### config.mk
export PLATFORM = sky130hd
export DESIGN_NAME = fkv_cell
export DESIGN_NICKNAME = d
export VERILOG_FILES = /design/src/hdl/fkv_pkg.sv /design/src/hdl/fkv_cell.sv
export SDC_FILE = /design/constraint.sdc
export NUM_CORES = 1
export LEC_CHECK = 0
export ABC_AREA = 1
export BUFFER_PORTS_ARGS = -buffer_cell sky130_fd_sc_hd__clkbuf_2
export CAP_MARGIN = 20
export CORE_AREA = 2 2 265 267
export CTS_BUF_LIST = sky130_fd_sc_hd__clkbuf_4 sky130_fd_sc_hd__clkbuf_8
export CTS_CLUSTER_DIAMETER = 80
export CTS_CLUSTER_SIZE = 14
export DETAILED_ROUTE_END_ITERATION = 7
export DIE_AREA = 0 0 267 269
export REMOVE_ABC_BUFFERS = 1
export SLEW_MARGIN = 5
export SYNTH_ARGS = -nofsm -noshare
export SYNTH_HDL_FRONTEND = slang
export SYNTH_SLANG_ARGS = --single-unit
### constraint.sdc
create_clock -name clk -period 12.9 [get_ports clk]
set_input_delay 2.58 -clock clk [delete_from_list [all_inputs] [get_ports clk]]
set_output_delay 2.58 -clock clk [all_outputs]
set_load 0.03 [all_outputs]
### src/hdl/fkv_pkg.sv
// Shared types, constants and helpers of the flat key/value directory engine.
package fkv_pkg;

  localparam int MAX_ENTRIES_DEF  = 32;
  localparam int REGION_BYTES_DEF = 65536;
  localparam int SECTOR_BYTES_DEF = 4096;
  localparam int KEY_BYTES_DEF    = 32;

  localparam int SLOT_MAX_W = 8;
  localparam int ADDR_W     = 23;
  localparam int SIZE_W     = 16;

  localparam logic [2:0] FUNC_SAVE   = 3'd0;
  localparam logic [2:0] FUNC_LOAD   = 3'd1;
  localparam logic [2:0] FUNC_EXISTS = 3'd2;
  localparam logic [2:0] FUNC_DELETE = 3'd3;
  localparam logic [2:0] FUNC_FORMAT = 3'd4;

  localparam logic [2:0] ST_OK        = 3'd0;
  localparam logic [2:0] ST_INVALID   = 3'd1;
  localparam logic [2:0] ST_KEY_LONG  = 3'd2;
  localparam logic [2:0] ST_NO_SPACE  = 3'd3;
  localparam logic [2:0] ST_DIR_FULL  = 3'd4;
  localparam logic [2:0] ST_NOT_FOUND = 3'd5;

  localparam logic CFG_REGION_BASE = 1'b0;
  localparam logic CFG_MOUNTED     = 1'b1;

  typedef logic [255:0] key_t;

  typedef struct packed {
    logic                  vld;
    logic                  found;
    logic [SLOT_MAX_W-1:0] fslot;
    logic [ADDR_W-1:0]     foffs;
    logic [SIZE_W-1:0]     flen;
    logic                  has_free;
    logic [SLOT_MAX_W-1:0] free_slot;
  } scan_t;

  typedef struct packed {
    logic                  set;
    logic                  clr_one;
    logic                  clr_all;
    logic [SLOT_MAX_W-1:0] slot;
    key_t                  key;
    logic [ADDR_W-1:0]     offs;
    logic [SIZE_W-1:0]     len;
  } wr_t;

  typedef struct packed {
    key_t key;
    logic ended;
  } norm_t;

  // Clears every byte from the first zero byte on and every byte at or past key_bytes.
  function automatic norm_t norm_key(key_t raw, int key_bytes);
    norm_t res;
    logic  stop;
    res.key   = '0;
    res.ended = 1'b0;
    stop      = 1'b0;
    for (int i = 0; i < 32; i++) begin
      if (i >= key_bytes) stop = 1'b1;
      if (!stop && raw[i*8 +: 8] == 8'd0) begin
        res.ended = 1'b1;
        stop      = 1'b1;
      end
      if (!stop) res.key[i*8 +: 8] = raw[i*8 +: 8];
    end
    return res;
  endfunction

endpackage

### src/hdl/fkv_cell.sv
// One directory slot: holds its entry and updates the passing search record.
module fkv_cell #(
  parameter int IDX = 0
) (
  input  logic          clk,
  input  logic          rst_n,
  input  fkv_pkg::key_t key_i,
  input  fkv_pkg::wr_t  wr_i,
  input  fkv_pkg::scan_t scan_i,
  output fkv_pkg::scan_t scan_o
);
  import fkv_pkg::*;

  logic                  valid_r;
  key_t                  key_r;
  logic [ADDR_W-1:0]     offs_r;
  logic [SIZE_W-1:0]     len_r;
  scan_t                 scan_r;
  scan_t                 scan_nxt;
  logic                  hit;
  logic                  match;

  assign hit   = (wr_i.slot == SLOT_MAX_W'(IDX));
  assign match = valid_r && (key_r == key_i);

  always_ff @(posedge clk) begin
    if (!rst_n) begin
      valid_r <= 1'b0;
    end else if (wr_i.clr_all) begin
      valid_r <= 1'b0;
    end else if (wr_i.set && hit) begin
      valid_r <= 1'b1;
    end else if (wr_i.clr_one && hit) begin
      valid_r <= 1'b0;
    end
  end

  always_ff @(posedge clk) begin
    if (wr_i.set && hit) begin
      key_r  <= wr_i.key;
      offs_r <= wr_i.offs;
      len_r  <= wr_i.len;
    end
  end

  always_comb begin
    scan_nxt = scan_i;
    if (scan_i.vld) begin
      if (!scan_i.found && match) begin
        scan_nxt.found = 1'b1;
        scan_nxt.fslot = SLOT_MAX_W'(IDX);
        scan_nxt.foffs = offs_r;
        scan_nxt.flen  = len_r;
      end
      if (!scan_i.has_free && !valid_r) begin
        scan_nxt.has_free  = 1'b1;
        scan_nxt.free_slot = SLOT_MAX_W'(IDX);
      end
    end
  end

  always_ff @(posedge clk) begin
    if (!rst_n) begin
      scan_r <= '0;
    end else begin
      scan_r <= scan_nxt;
    end
  end

  assign scan_o = scan_r;
endmodule

After elaboration in Yosys (flattened, before gate mapping)
Cells that the tools add are included.
{"block": "totals", "reg_bits": 354, "out_inout_bits": 58, "elab_cells": 29}
{"block": "classes", "n_eq_ne": 1, "muxes": 5, "bitwise_logic": 1, "n_reduce_logical": 11}
{"cell": "== test 256 bit", "count": 1}
{"cell": "2-to-1 mux 57 bit", "count": 1}
{"cell": "2-to-1 mux 48 bit", "count": 1}
{"cell": "2-to-1 mux 9 bit", "count": 1}
{"cell": "zero test 8 bit", "count": 1}
{"cell": "logical AND 1 bit", "count": 5}
{"cell": "zero test 1 bit", "count": 3}
{"cell": "2-to-1 mux 1 bit", "count": 2}
{"cell": "nonzero test 2 bit", "count": 1}
{"cell": "OR reduction 2 bit", "count": 1}
{"cell": "NOT 1 bit", "count": 1}

Logic depth before layout (Yosys ltp)
{"block": "logic_depth", "ltp_word": 5, "mapped_depth": 18, "mapped_depth_nobuf": 16}

Least setup slack after synthesis
OpenSTA, ideal clock, no wires.
{"block": "synth_path", "kind": "input to register", "start": "input wr_i[296] (netlist bit)", "end": "register key_r[0] (enable)", "arrival_time_ns": 9.765, "setup_slack_ns": 2.438, "path_stages": 2, "path_buffers": 0, "cell_sequence": "nor4_1 and3_1"}
{"block": "synth_between", "elab_chain_len": 2}
{"item": "from (decl)", "line_no": "fkv_cell.sv:8", "rtl": "input fkv_pkg::wr_t wr_i,"}
{"item": "zero test 8 bit", "line_no": "fkv_cell.sv:23", "rtl": "assign hit = (wr_i.slot == SLOT_MAX_W'(IDX));"}
{"item": "logical AND 1 bit", "line_no": "fkv_cell.sv:39", "rtl": "if (wr_i.set && hit) begin"}
{"item": "to (signal assigned)", "line_no": "fkv_cell.sv:40", "rtl": "key_r <= wr_i.key;"}
{"item": "to (decl)", "line_no": "fkv_cell.sv:15", "rtl": "key_t key_r;"}
Every way passes these cells.
A chain may end at the register's enable or synchronous reset.

Worst setup path in the final report
{"block": "layout_path", "start": "input wr_i[295] (netlist bit)", "end": "register key_r[203] (enable)"}
Same word-level chain as after synthesis.

==> tab_implementation.tex <==
\begin{tabular}{lr}
\hline
Metric & Value \\
\hline
\multicolumn{2}{l}{\textbf{Logic synthesis}} \\
Sequential area share after synthesis & 0.621 \\
Yosys warns & 0 \\
Flip-flop and latch count after synthesis & 354 \\
Number of distinct library cell variants in the gate-level netlist after synthesis & 30 \\
Post-synthesis area per instance & 9.19 µm² \\
Synth Instances & 1760 \\
Netlist Area Pre-Place & 0.0162 mm² \\
\multicolumn{2}{l}{\textbf{Detailed routing}} \\
Number of nets still failing antenna checks after routing & 0 \\
Avg Vias per Cell & 3.85 \\
Iteration-0 DRC Markers & 628 \\
Total wirelength of the detailed-routed design & 52300 µm \\
Drc violations & 0 \\
Total iterations of the first detailed-routing run & 5 \\
Overall via count from detail\_route & 13.2k \\
Avg WL per Cell & 15.3 µm \\
\multicolumn{2}{l}{\textbf{STA}} \\
Final Slew Violations & 0 \\
Timing-limited maximum frequency & 0.200 GHz \\
Slack of the critical path & 7900 ps \\
Final period demand of the worst path & 5000 ps \\
Max-Slew Margin vs Limit & 0.317 \\
Final count of hold timing violations & 0 \\
Setup TNS & 0 ps \\
Final Setup Violations & 0 \\
Transition time at the pin with the least slew margin & 1020 ps \\
Unrepaired setup endpoints after global routing & false \\
Share of the cycle needed by the critical path after routing & 0.388 \\
Worst Skew & 40.1 ps \\
\multicolumn{2}{l}{\textbf{Global routing}} \\
Global-route wire length before repair & 73500 µm \\
Vias in the first global route & 12.7k \\
All-layer global routing usage & 0.139 \\
Number of antenna violations at the first check in global routing & 8 \\
Largest net degree at the start of global routing & 76 \\
Remaining global-route overflow & 0 \\
\multicolumn{2}{l}{\textbf{CTS}} \\
Clk root buf & clkbuf\_8 \\
CTS buffer count & 34 \\
TritonCTS clock tree & done \\
Clock input transition at the sequential cells of the worst setup and hold paths & 100 ps \\
Cts-stage hold buffer count & 0 \\
Number of resized instances in the post-cts repair step & 0 \\
Max Root-Sink Buffers & 3 \\
Number of clock sinks & 354 \\
Clock latency at the later pin of the worst-skew pair & 600 ps \\
H-tree depth reported by CTS & 2 \\
Number of setup buffers added after CTS & 0 \\
\multicolumn{2}{l}{\textbf{Critical path}} \\
Critical path buffers and inverters & 3 \\
Cell family contributing the most delay on the critical path & buffers and inverters \\
CP peak stage delay & 820 ps \\
Critical path endpoint category & flip-flop \\
Worst setup SP type & input pin \\
Crit path arrival time & 5230 ps \\
Data required time of the worst path & 13120 ps \\
Critical Setup Path Class & in2reg \\
Maximum net fanout on the critical path & 75 \\
Library cell contributing the largest single delay on the critical path & buf\_4 \\
Cells along the critical path & clkbuf\_2, nor4\_1, and3\_4, buf\_4, buf\_4 \\
Cell repeated most along the worst path & buf\_4 \\
\multicolumn{2}{l}{\textbf{Floorplan}} \\
Count of standard-cell rows & 97 \\
Die Y-Extent & 269 µm \\
Core region area & 0.0693 mm² \\
Die width & 267 µm \\
Die footprint & 0.0718 mm² \\
Starting Density & 0.233 \\
Number of top-level pins & 680 \\
\multicolumn{2}{l}{\textbf{Layout}} \\
Most frequent cells in the layout & 679 x clkbuf\_2, 489 x nand2\_1, 338 x inv\_1 \\
Ratio of cells with drive above 1 in the final layout & 0.306 \\
Area growth, synth to finish & 32.1\% \\
Leading cell type in the layout, fill and taps excluded & clkbuf\_2 \\
Total number of nets in the final design & 3082 \\
\multicolumn{2}{l}{\textbf{Placement}} \\
Post-detailed-placement half-perimeter wirelength & 42800 µm \\
I/O Buffers & 679 \\
Worst slack after detailed placement & 7270 ps \\
Final weighted congestion of routability-driven global placement & 0.873 \\
\multicolumn{2}{l}{\textbf{Pwr}} \\
Lkg Pwr & 10.4 nW \\
Largest vdd supply drop & 0.0784 mV \\
Pwr Total & 0.00218 W \\
Power density cells & 102 mW/mm² \\
\multicolumn{2}{l}{\textbf{Outcome}} \\
Status & completed \\
\multicolumn{2}{l}{\textbf{Run}} \\
Max Cap Viol & 0 \\
\multicolumn{2}{l}{\textbf{Min path}} \\
Tightest Hold Check Type & reg2reg \\
\hline
\end{tabular}
==> power by group <==
group | total [W] | internal (W) | switching (W)
sequential | 0.00125 | 0.00125 | 0.00000439
combinational | 0.000218 | 0.000106 | 0.000111
clock | 0.000715 | 0.000300 | 0.000415
total | 0.00218 | 0.00165 | 0.000531
==> cells by family (layout without fill, tap and decap cells) <==
| family | count (synthesis) | count (layout) | synth area share |
|---|---|---|---|
| flops | 354 | 354 | 0.621 |
| simple gates | 890 | 890 | 0.224 |
| compound gates | 51 | 51 | 0.0159 |
| buf+inv | 369 | 1088 | 0.0873 |
| xor+xnor | 96 | 96 | 0.0520 |
| other cells | 0 | 5 | 0 |
==> per-layer routing <==
metal / wire, µm / global-route usage / share of wire / vias up
met5: 53 / 0 / 0.0010 / -
met4: 2000 / 0.0603 / 0.038 / 8
met3: 4190 / 0.0428 / 0.080 / 98
met2: 25800 / 0.243 / 0.49 / 434
met1: 20300 / 0.155 / 0.39 / 5799
li1: - / - / - / 6855
==> cells in the mapped netlist <==
| cell type | number | share of area |
|---|---|---|
| or2_1 | 3 | 0.0012 |
| or2_0 | 13 | 0.0050 |
| nor2_2 | 3 | 0.0012 |
| xnor2_1 | 66 | 0.036 |
| buf_4 | 1 | 0.00046 |
| dfxtp_1 | 59 | 0.073 |
| inv_1 | 338 | 0.078 |
| nor2_4 | 1 | 0.00070 |
| o21ai_1 | 12 | 0.0037 |
| edfxtp_1 | 295 | 0.55 |
| buf_1 | 3 | 0.00070 |
| and2_0 | 1 | 0.00039 |
| xor2_1 | 30 | 0.016 |
| clkinv_1 | 3 | 0.00070 |
| or2_2 | 6 | 0.0023 |
| clkbuf_1 | 10 | 0.0023 |
| nand2_1 | 489 | 0.11 |
| nand4_1 | 61 | 0.024 |
| o211ai_1 | 1 | 0.00046 |
| nor4_1 | 2 | 0.00077 |
| buf_6 | 2 | 0.0014 |
| nor3_1 | 4 | 0.0012 |
| o21ai_0 | 35 | 0.011 |
| nor2_1 | 281 | 0.065 |
| nand3_1 | 24 | 0.0074 |
| and3_1 | 1 | 0.00039 |
| a21oi_1 | 3 | 0.00093 |
| buf_2 | 7 | 0.0022 |
| inv_2 | 5 | 0.0012 |
| nand3_4 | 1 | 0.0011 |
==> layout make-up <==
cell class              count  area, µm²
fillers                  7313      47900
flip-flops and latches    354      10000
multi-input cells        1037       4730
repair buffers            687       3460
inverters                 346       1300
well taps                 940       1180
clock buffers              47        584
clock inverters             8       67.6
diodes                      5       12.5
==> worst register-to-register path: cells and delay by family, from the launching register on <==
family	cells	cell delay, ps
DFF	1	450
and+or+nand+nor	10	2100
buffers and inverters	1	410
xor gates and xnor gates	1	160
==> path summary, 6_finish.rpt <==
check	startpoint	to	slack, ps	depth (start not counted)
max	wr_i[295]	key_r[203]	7900	5
min reg2reg	valid_r	valid_r	550	2
min	valid_r	valid_r	550	2
max reg2reg	key_r[136]	scan_o[27]	9750	12
==> registers in the layout, indices dropped and copies added, names as in the netlist <==
name,flops
key_r,256
scan_o,58
offs_r,23
len_r,16
valid_r,1
==> per-stage QoR <==
stage,cell area [µm²],instances,hold WS (ps),utilization
floorplan,16100,1737,500,-
global placement,20700,3364,527,0.299
detailed placement,20700,3364,526,0.299
CTS,21400,3419,539,0.308
global route,21400,3421,634,0.308
finish,21400,3424,545,0.308
Power figures use the tool's default switching activity.
